==> src/sv/stb_pkg.sv <==
`timescale 1ns / 1ps
// ----------------------------------------------------------------------------
// Timer bank package
// Transaction types, command codes and the layout of one timer entry.
// ----------------------------------------------------------------------------

package stb_pkg;

   localparam int NUM_TIMERS_DEF = 16;
   localparam int MAX_RESULTS    = 16;
   localparam int RSP_CNT_W      = $clog2(MAX_RESULTS + 1);

   localparam logic [15:0] TICK_DEFAULT = 16'd10;

   localparam logic [2:0] OP_TICK    = 3'd0;
   localparam logic [2:0] OP_SET     = 3'd1;
   localparam logic [2:0] OP_KILL    = 3'd2;
   localparam logic [2:0] OP_RESTART = 3'd3;
   localparam logic [2:0] OP_POLL    = 3'd4;

   localparam logic RSP_STATUS = 1'b0;
   localparam logic RSP_EVENT  = 1'b1;

   typedef struct packed {
      logic [2:0]  opcode;
      logic [4:0]  channel;
      logic [15:0] tick_amount;
      logic [31:0] period;
      logic        has_handler;
   } req_type;

   typedef struct packed {
      logic       reply_kind;
      logic       success;
      logic [4:0] which_timer;
      logic       last_of_run;
   } rsp_type;

   typedef struct packed {
      logic        active;
      logic        handler;
      logic        flag;
      logic [31:0] elapsed;
      logic [31:0] timeout;
   } tmr_entry_type;

endpackage

==> src/sv/software_timer_bank.sv <==
`timescale 1ns / 1ps
// ----------------------------------------------------------------------------
// Software timer bank
// A bank of periodic timers held in one synchronous memory, driven by commands.
// ----------------------------------------------------------------------------
// A set, kill, restart or poll answers with one status transaction, registered
// out of the execute state; busy is high for one cycle in between. A new command
// is taken only once busy has dropped. A tick holds busy through its sweep and the
// drain state, because the single timer memory is swept one entry per cycle.
// Expiry events appear during the sweep; the final one can follow just after it.
// Reset: a per-entry valid bit clears at once, so no clearing pass is needed.
// ----------------------------------------------------------------------------

module software_timer_bank #(
   parameter int NUM_TIMERS = stb_pkg::NUM_TIMERS_DEF
) (
   input  logic             clock,
   input  logic             reset,
   input  logic             start,
   output logic             busy,
   input  stb_pkg::req_type req_item,
   output logic             rsp_valid,
   output stb_pkg::rsp_type rsp_item
);

   localparam int IDX_W = (NUM_TIMERS > 1) ? $clog2(NUM_TIMERS) : 1;

   typedef enum logic [1:0] {
      ST_IDLE,
      ST_EXEC,
      ST_SWEEP,
      ST_DRAIN
   } state_type;

   // The timer memory. Entries never written since reset read as all zero, which
   // is exactly the reset state of a timer, so the valid bits stand in for a clear.
   stb_pkg::tmr_entry_type mem [NUM_TIMERS];
   logic [NUM_TIMERS-1:0]  vld_ff;

   stb_pkg::tmr_entry_type rd_data_ff;
   logic                   rd_vld_ff;
   logic [IDX_W-1:0]       rd_addr;

   logic                   wr_en;
   logic [IDX_W-1:0]       wr_addr;
   stb_pkg::tmr_entry_type wr_data;

   // Control and registered outputs.
   state_type                      state_ff,    state_in;
   logic                           busy_ff,     busy_in;
   stb_pkg::req_type               req_ff,      req_in;
   logic [IDX_W-1:0]               proc_ff,     proc_in;
   logic [stb_pkg::RSP_CNT_W-1:0]  cnt_ff,      cnt_in;
   stb_pkg::rsp_type               pend_ff,     pend_in;
   logic                           pend_vld_ff, pend_vld_in;
   stb_pkg::rsp_type               rsp_ff,      rsp_in;
   logic                           rsp_vld_ff,  rsp_vld_in;

   stb_pkg::tmr_entry_type ent;
   stb_pkg::tmr_entry_type cmd_ent;
   stb_pkg::tmr_entry_type tick_ent;
   logic                   cmd_ok;
   logic [4:0]             cmd_which;
   logic [15:0]            amt_eff;
   logic [32:0]            tick_sum;
   logic                   tick_upd;
   logic                   tick_hit;
   logic                   tick_ev;
   logic                   sweep_last;

   function automatic logic chan_valid(input logic [4:0] ch);
      return (ch != 5'd0) && (32'(ch) <= NUM_TIMERS);
   endfunction

   function automatic logic [IDX_W-1:0] chan_index(input logic [4:0] ch);
      logic [31:0] wide;
      wide = 32'(ch) - 32'd1;
      return chan_valid(ch) ? IDX_W'(wide) : '0;
   endfunction

   // Read port: one registered read per cycle.
   always_comb begin
      rd_addr = '0;
      case (state_ff)
         ST_IDLE: begin
            if (req_item.opcode != stb_pkg::OP_TICK) begin
               rd_addr = chan_index(req_item.channel);
            end
         end
         ST_SWEEP: begin
            // The last entry of the sweep needs no look-ahead read.
            if (!sweep_last) begin
               rd_addr = IDX_W'(32'(proc_ff) + 32'd1);
            end
         end
         default: begin
            rd_addr = '0;
         end
      endcase
   end

   always_ff @(posedge clock) begin
      rd_data_ff <= mem[rd_addr];
      if (wr_en) begin
         mem[wr_addr] <= wr_data;
      end
   end

   always_ff @(posedge clock) begin
      if (reset) begin
         vld_ff    <= '0;
         rd_vld_ff <= 1'b0;
      end else begin
         rd_vld_ff <= vld_ff[rd_addr];
         if (wr_en) begin
            vld_ff[wr_addr] <= 1'b1;
         end
      end
   end

   // The entry that was read in the previous cycle. A tick's sweep reads entry
   // i + 1 while it writes entry i back, and a command's single write lands before
   // the next transaction can be accepted, so no forwarding is needed.
   assign ent = rd_vld_ff ? rd_data_ff : '0;

   // Command update of one entry.
   always_comb begin
      cmd_ent   = ent;
      cmd_ok    = 1'b0;
      cmd_which = req_ff.channel;
      case (req_ff.opcode)
         stb_pkg::OP_SET: begin
            if (chan_valid(req_ff.channel) && (req_ff.period != 32'd0)) begin
               cmd_ent.active  = 1'b1;
               cmd_ent.timeout = req_ff.period;
               cmd_ent.handler = req_ff.has_handler;
               cmd_ok          = 1'b1;
            end else begin
               cmd_which = 5'd0;
            end
         end
         stb_pkg::OP_KILL: begin
            if (chan_valid(req_ff.channel)) begin
               cmd_ent.timeout = 32'd0;
               cmd_ent.elapsed = 32'd0;
               cmd_ent.flag    = 1'b0;
               if (ent.active) begin
                  cmd_ent.active  = 1'b0;
                  cmd_ent.handler = 1'b0;
                  cmd_ok          = 1'b1;
               end
            end
         end
         stb_pkg::OP_RESTART: begin
            if (chan_valid(req_ff.channel) && ent.active) begin
               cmd_ent.elapsed = 32'd0;
               cmd_ok          = 1'b1;
            end
         end
         stb_pkg::OP_POLL: begin
            if (chan_valid(req_ff.channel) && ent.active && ent.flag) begin
               cmd_ent.flag = 1'b0;
               cmd_ok       = 1'b1;
            end
         end
         default: begin
            // Unknown codes leave the entry as it is and answer with a failure.
            cmd_which = 5'd0;
         end
      endcase
   end

   // Tick update of one entry. The sum is one bit wider than the count, so a large
   // amount on a count near its limit still compares correctly against the period.
   assign amt_eff  = (req_ff.tick_amount == 16'd0) ? stb_pkg::TICK_DEFAULT
                                                   : req_ff.tick_amount;
   assign tick_upd = ent.active && (ent.timeout != 32'd0);
   assign tick_sum = {1'b0, ent.elapsed} + 33'(amt_eff);
   assign tick_hit = tick_upd && (tick_sum >= {1'b0, ent.timeout});
   assign tick_ev  = tick_hit && ent.handler &&
                     (cnt_ff < stb_pkg::RSP_CNT_W'(stb_pkg::MAX_RESULTS));
   assign sweep_last = (proc_ff == IDX_W'(NUM_TIMERS - 1));

   always_comb begin
      tick_ent = ent;
      if (tick_hit) begin
         tick_ent.flag    = 1'b1;
         tick_ent.elapsed = 32'd0;
      end else if (tick_upd) begin
         tick_ent.elapsed = tick_sum[31:0];
      end
   end

   // Sequencer. During a sweep one expiry event is held back, because whether it
   // is the last of the run is known only when the next event or the end arrives.
   always_comb begin
      state_in    = state_ff;
      busy_in     = busy_ff;
      req_in      = req_ff;
      proc_in     = proc_ff;
      cnt_in      = cnt_ff;
      pend_in     = pend_ff;
      pend_vld_in = pend_vld_ff;
      rsp_in      = rsp_ff;
      rsp_vld_in  = 1'b0;
      wr_en       = 1'b0;
      wr_addr     = proc_ff;
      wr_data     = tick_ent;

      case (state_ff)
         ST_IDLE: begin
            if (start) begin
               req_in      = req_item;
               busy_in     = 1'b1;
               proc_in     = '0;
               cnt_in      = '0;
               pend_vld_in = 1'b0;
               state_in    = (req_item.opcode == stb_pkg::OP_TICK) ? ST_SWEEP : ST_EXEC;
            end
         end
         ST_EXEC: begin
            wr_en       = 1'b1;
            wr_addr     = chan_index(req_ff.channel);
            wr_data     = cmd_ent;
            rsp_vld_in  = 1'b1;
            rsp_in      = '{reply_kind:  stb_pkg::RSP_STATUS,
                            success:     cmd_ok,
                            which_timer: cmd_which,
                            last_of_run: 1'b1};
            busy_in     = 1'b0;
            state_in    = ST_IDLE;
         end
         ST_SWEEP: begin
            wr_en = 1'b1;
            if (tick_ev) begin
               if (pend_vld_ff) begin
                  rsp_vld_in = 1'b1;
                  rsp_in     = pend_ff;
               end
               pend_in     = '{reply_kind:  stb_pkg::RSP_EVENT,
                               success:     1'b1,
                               which_timer: 5'(32'(proc_ff) + 32'd1),
                               last_of_run: 1'b0};
               pend_vld_in = 1'b1;
               cnt_in      = cnt_ff + stb_pkg::RSP_CNT_W'(1);
            end
            proc_in = IDX_W'(32'(proc_ff) + 32'd1);
            if (sweep_last) begin
               state_in = ST_DRAIN;
            end
         end
         ST_DRAIN: begin
            if (pend_vld_ff) begin
               rsp_vld_in = 1'b1;
               rsp_in     = pend_ff;
               rsp_in.last_of_run = 1'b1;
            end
            pend_vld_in = 1'b0;
            busy_in     = 1'b0;
            state_in    = ST_IDLE;
         end
         default: begin
            busy_in  = 1'b0;
            state_in = ST_IDLE;
         end
      endcase
   end

   always_ff @(posedge clock) begin
      if (reset) begin
         state_ff    <= ST_IDLE;
         busy_ff     <= 1'b0;
         pend_vld_ff <= 1'b0;
         rsp_vld_ff  <= 1'b0;
         cnt_ff      <= '0;
         proc_ff     <= '0;
      end else begin
         state_ff    <= state_in;
         busy_ff     <= busy_in;
         pend_vld_ff <= pend_vld_in;
         rsp_vld_ff  <= rsp_vld_in;
         cnt_ff      <= cnt_in;
         proc_ff     <= proc_in;
      end
      req_ff  <= req_in;
      pend_ff <= pend_in;
      rsp_ff  <= rsp_in;
   end

   assign busy      = busy_ff;
   assign rsp_valid = rsp_vld_ff;
   assign rsp_item  = rsp_ff;

endmodule

==> config.mk <==
export PLATFORM = sky130hd
export DESIGN_NAME = software_timer_bank
export DESIGN_NICKNAME = d
export VERILOG_FILES = /design/src/sv/stb_pkg.sv /design/src/sv/software_timer_bank.sv
export SDC_FILE = /design/constraint.sdc
export NUM_CORES = 2
export LEC_CHECK = 0
export BUFFER_PORTS_ARGS = -buffer_cell sky130_fd_sc_hd__buf_4
export CAP_MARGIN = 20
export CORE_MARGIN = 3
export CORE_UTILIZATION = 57
export CTS_BUF_LIST = sky130_fd_sc_hd__clkbuf_4 sky130_fd_sc_hd__clkbuf_8 sky130_fd_sc_hd__clkbuf_16
export CTS_CLUSTER_SIZE = 16
export DETAILED_ROUTE_END_ITERATION = 7
export PLACE_DENSITY_LB_ADDON = 0.2
export SLEW_MARGIN = 20
export SYNTH_ARGS = -nofsm -noshare
export SYNTH_HDL_FRONTEND = slang
export SYNTH_SLANG_ARGS = --single-unit
export TNS_END_PERCENT = 30
==> constraint.sdc <==
create_clock -name clock -period 6.4 [get_ports clock]
set_input_delay 0 -clock clock [delete_from_list [all_inputs] [get_ports clock]]
set_output_delay 0 -clock clock [all_outputs]
set_load 0.01 [all_outputs]
==> results.md <==
* Post-Syn Area at between 0.05 and 0.06 sq mm
* Max incr delay on CP at 420 ps
* Post-route ant nets at 0
* Final setup fails at 0
* Post-synth top area cell: edfxtp_1
* First-pass GRT wire length at 200 mm
* Worst hold path depth at 2
* Clock skew at about 52 ps
* CP bufs+invs at 6
* CP required at 6810 ps
* Mapped Cells at 4054
* Most frequent cells after synthesis: nand2_1 (1177), edfxtp_1 (1142), nand3_1 (431)
* PortBufs at roughly 70
* Design Area, Final at slightly below 0.06 sq mm
* Max FO, Critical Path at 8
* R2r startpoint: req_ff[44]
* Area Growth Syn to Fin at 14.5%
* Crit. End Element: flop
* Hold_sp: req_item[18]
* Via count at between 30000 and 40000
* Placed wire-length estimate at 71.6 mm
* Most frequent cell after synthesis: nand2_1
* Post-Syn Nets at 4174
* FP Rows at 108
* Layout cells sized above 1 at 10.2%
* IO Count at 70
* Reg2reg end: rsp_item[3]
* Clk slew on worst S/H paths at 60 ps
* Status: finished, final reports clean
* Netlist cell types at 81
* Slew headroom at a little over a fifth
* Flop2flop setup slack at roughly 480 ps
* Hold crit path type: primary input to flop
* Ys async rst share at 0%
* Ys flop type: edfxtp_1
* Measured slew at the worst slew-check pin at approximately 1200 ps
* Num Clock Sinks at 1240
* Final period util at around 90%
* Crit path max-delay cell type: edfxtp_1
* Most frequent CP cell: buf_4
* Worst skew pair latency at 710 ps
* CTS tree: built
* Chip Height at approximately 300 microns
* Total congestion overflow at 0
* CP arrival at between 6000 and 7000 ps
* Nets at ~4300
* Via-to-Cell Ratio at around 6.2
* Vias in the first global route at 32000
* FILL cells at roughly 6000
* Die area at between 0.09 and 0.1 sq mm
* CP top delay family: simple AND/OR/NAND/NOR gates
* Final Hold Vio Count at 0
* Wirelength, routed at approximately 130 mm
* 1st-iter DRT viols at 4073
* Initial antenna violation count at 0
* Max-cap violations at 0
* Area of placed instances at 0.0530 sq mm
* Seq cells post-synth at 1240
* Max Transition Viols Final at 0
* Clk root buf: clkbuf_16
* R2R depth at 26
* Fin crit period at 5920 ps
* Avg Cell Area, Syn at 12.5 sq um
* Initial core utilization at between 50% and 60%
* Core Area at between 0.08 and 0.09 sq mm
* Largest net degree at the start of global routing at 139
* TritonRoute pass-1 iters at 7
* Yosys synthesis warning count at 0
* GRT Total Usage at 28.5%
* Post-route DRC at 0
* VDD IR max at 0.000330 V
* Die width at 304 microns
* Htree depth at 3
* RSZ-0062 raised after global routing: no
* Max Clk Rate at about 170 MHz
* Setup TNS at 0 ps
* RD Place Congestion at around 0.91
* Hold EP: req_ff[18]
* Routed wire per std cell at roughly 25 microns
* Post-synth EDFFs at approximately 1100
* Startpoint class of the critical path: flop
* Top cell type's share of synthesized area at between 60% and 70%
* # diodes at 0
* Max clock buf depth at 3
* P per Cell Area at 433 mW/mm^2
* Lkg Pwr at about 0.021 uW
* Seq/Total Area, Yosys at a little under three quarters
* Num CTS Buffers at 121
* Setup CP Type: flop to flop
* Most area-consuming cells after synthesis: edfxtp_1 (68%), nand2_1 (8.7%), nand3_1 (4.3%)
[through the flow]
step	power [uW]	util, %	hold slack, ps	cells	setup WS, ps
final	25100	66.3	22.5	5447	483
after global routing	26200	66.3	2.87	5447	0.436
after CTS	25000	66.2	0.191	5443	136
after detailed placement	17800	60.6	179	5130	172
after global placement	17700	60.6	178	5129	356
after floorplan	15200	-	98.9	4054	89.2
[routing by layer]
layer / global-route usage (%) / part of all wire, % / up-vias
met2: 45.0 / 47 / 1648
met1: 40.9 / 41 / 16700
met4: 7.86 / 2.6 / 0
met3: 5.67 / 9.8 / 236
li1: - / - / 15200
met5: 0 / 0 / -
[state kept, by name (all words and copies together), names as in the netlist]
register	count
mem	1072
rd_data_ff	67
req_ff	57
vld_ff	16
rsp_item	8
cnt_ff	5
pend_ff	5
proc_ff	4
state_ff	2
busy	1
pend_vld_ff	1
rd_vld_ff	1
rsp_valid	1
[report_power, final]
part / internal, uW / switching (uW) / total, uW
Combinational: 2220 / 4900 / 7130
Sequential: 10300 / 564 / 10800
Clock: 4180 / 2980 / 7160
[cell families after synthesis]
kind of cell | count (synthesis) | share of synthesized area, %
AND/OR/NAND/NOR | 1920 | 16.4
adder cells (fa/ha/maj) | 60 | 1.50
flip-flops | 1240 | 71.6
multiplexers | 7 | 0.143
buffers and inverters | 284 | 2.23
XOR/XNOR | 37 | 0.640
AO/OA/AOI/OAI | 506 | 7.47
[cell type report]
class | instances | area, sq um | share of cell area (%)
sequential | 1240 | 36300 | 62.5
multi-input combinational | 2530 | 13500 | 23.3
clock buffer | 171 | 3460 | 5.97
timing repair buffer | 265 | 2610 | 4.50
tap | 1155 | 1450 | 2.49
clock inverter | 60 | 626 | 1.08
inverter | 26 | 97.6 | 0.168
[worst max path at each step]
stage | start | to | depth (start not counted)
floorplan | rd_vld_ff | rsp_item[0] | 24
global placement | req_ff[44] | mem[13][58] | 24
detailed placement | req_ff[44] | mem[15][58] | 24
CTS | req_ff[45] | mem[11][58] | 24
global route | req_ff[44] | rsp_item[7] | 26
finish | req_ff[44] | rsp_item[3] | 26
[placed cells by master (no fill, tap or decap), types with 24 or more instances in the layout]
cell type / synthesis / layout
a211oi_1: 74 / 74
a21oi_1: 58 / 58
a22o_1: 41 / 41
a31oi_1: 81 / 81
a32oi_1: 70 / 70
and2_1: 31 / 30
buf_12: 0 / 30
buf_4: 1 / 150
clkbuf_16: 0 / 121
clkbuf_4: 0 / 42
dfxtp_1: 98 / 97
dlygate4sd3_1: 0 / 82
edfxtp_1: 1142 / 1142
ha_1: 59 / 59
inv_1: 25 / 24
nand2_1: 1177 / 1176
nand3_1: 431 / 431
nor2_1: 97 / 80
nor2b_1: 75 / 75
o221ai_1: 67 / 67
[repair_timing]
action | CTS | global route
hold endpoints to repair | 88 | 0
setup endpoints to repair | 0 | 435
buffers inserted | 0 | 2
hold buffers | 82 | 0
gates resized for setup | 0 | 3
Power figures use the tool's default switching activity.
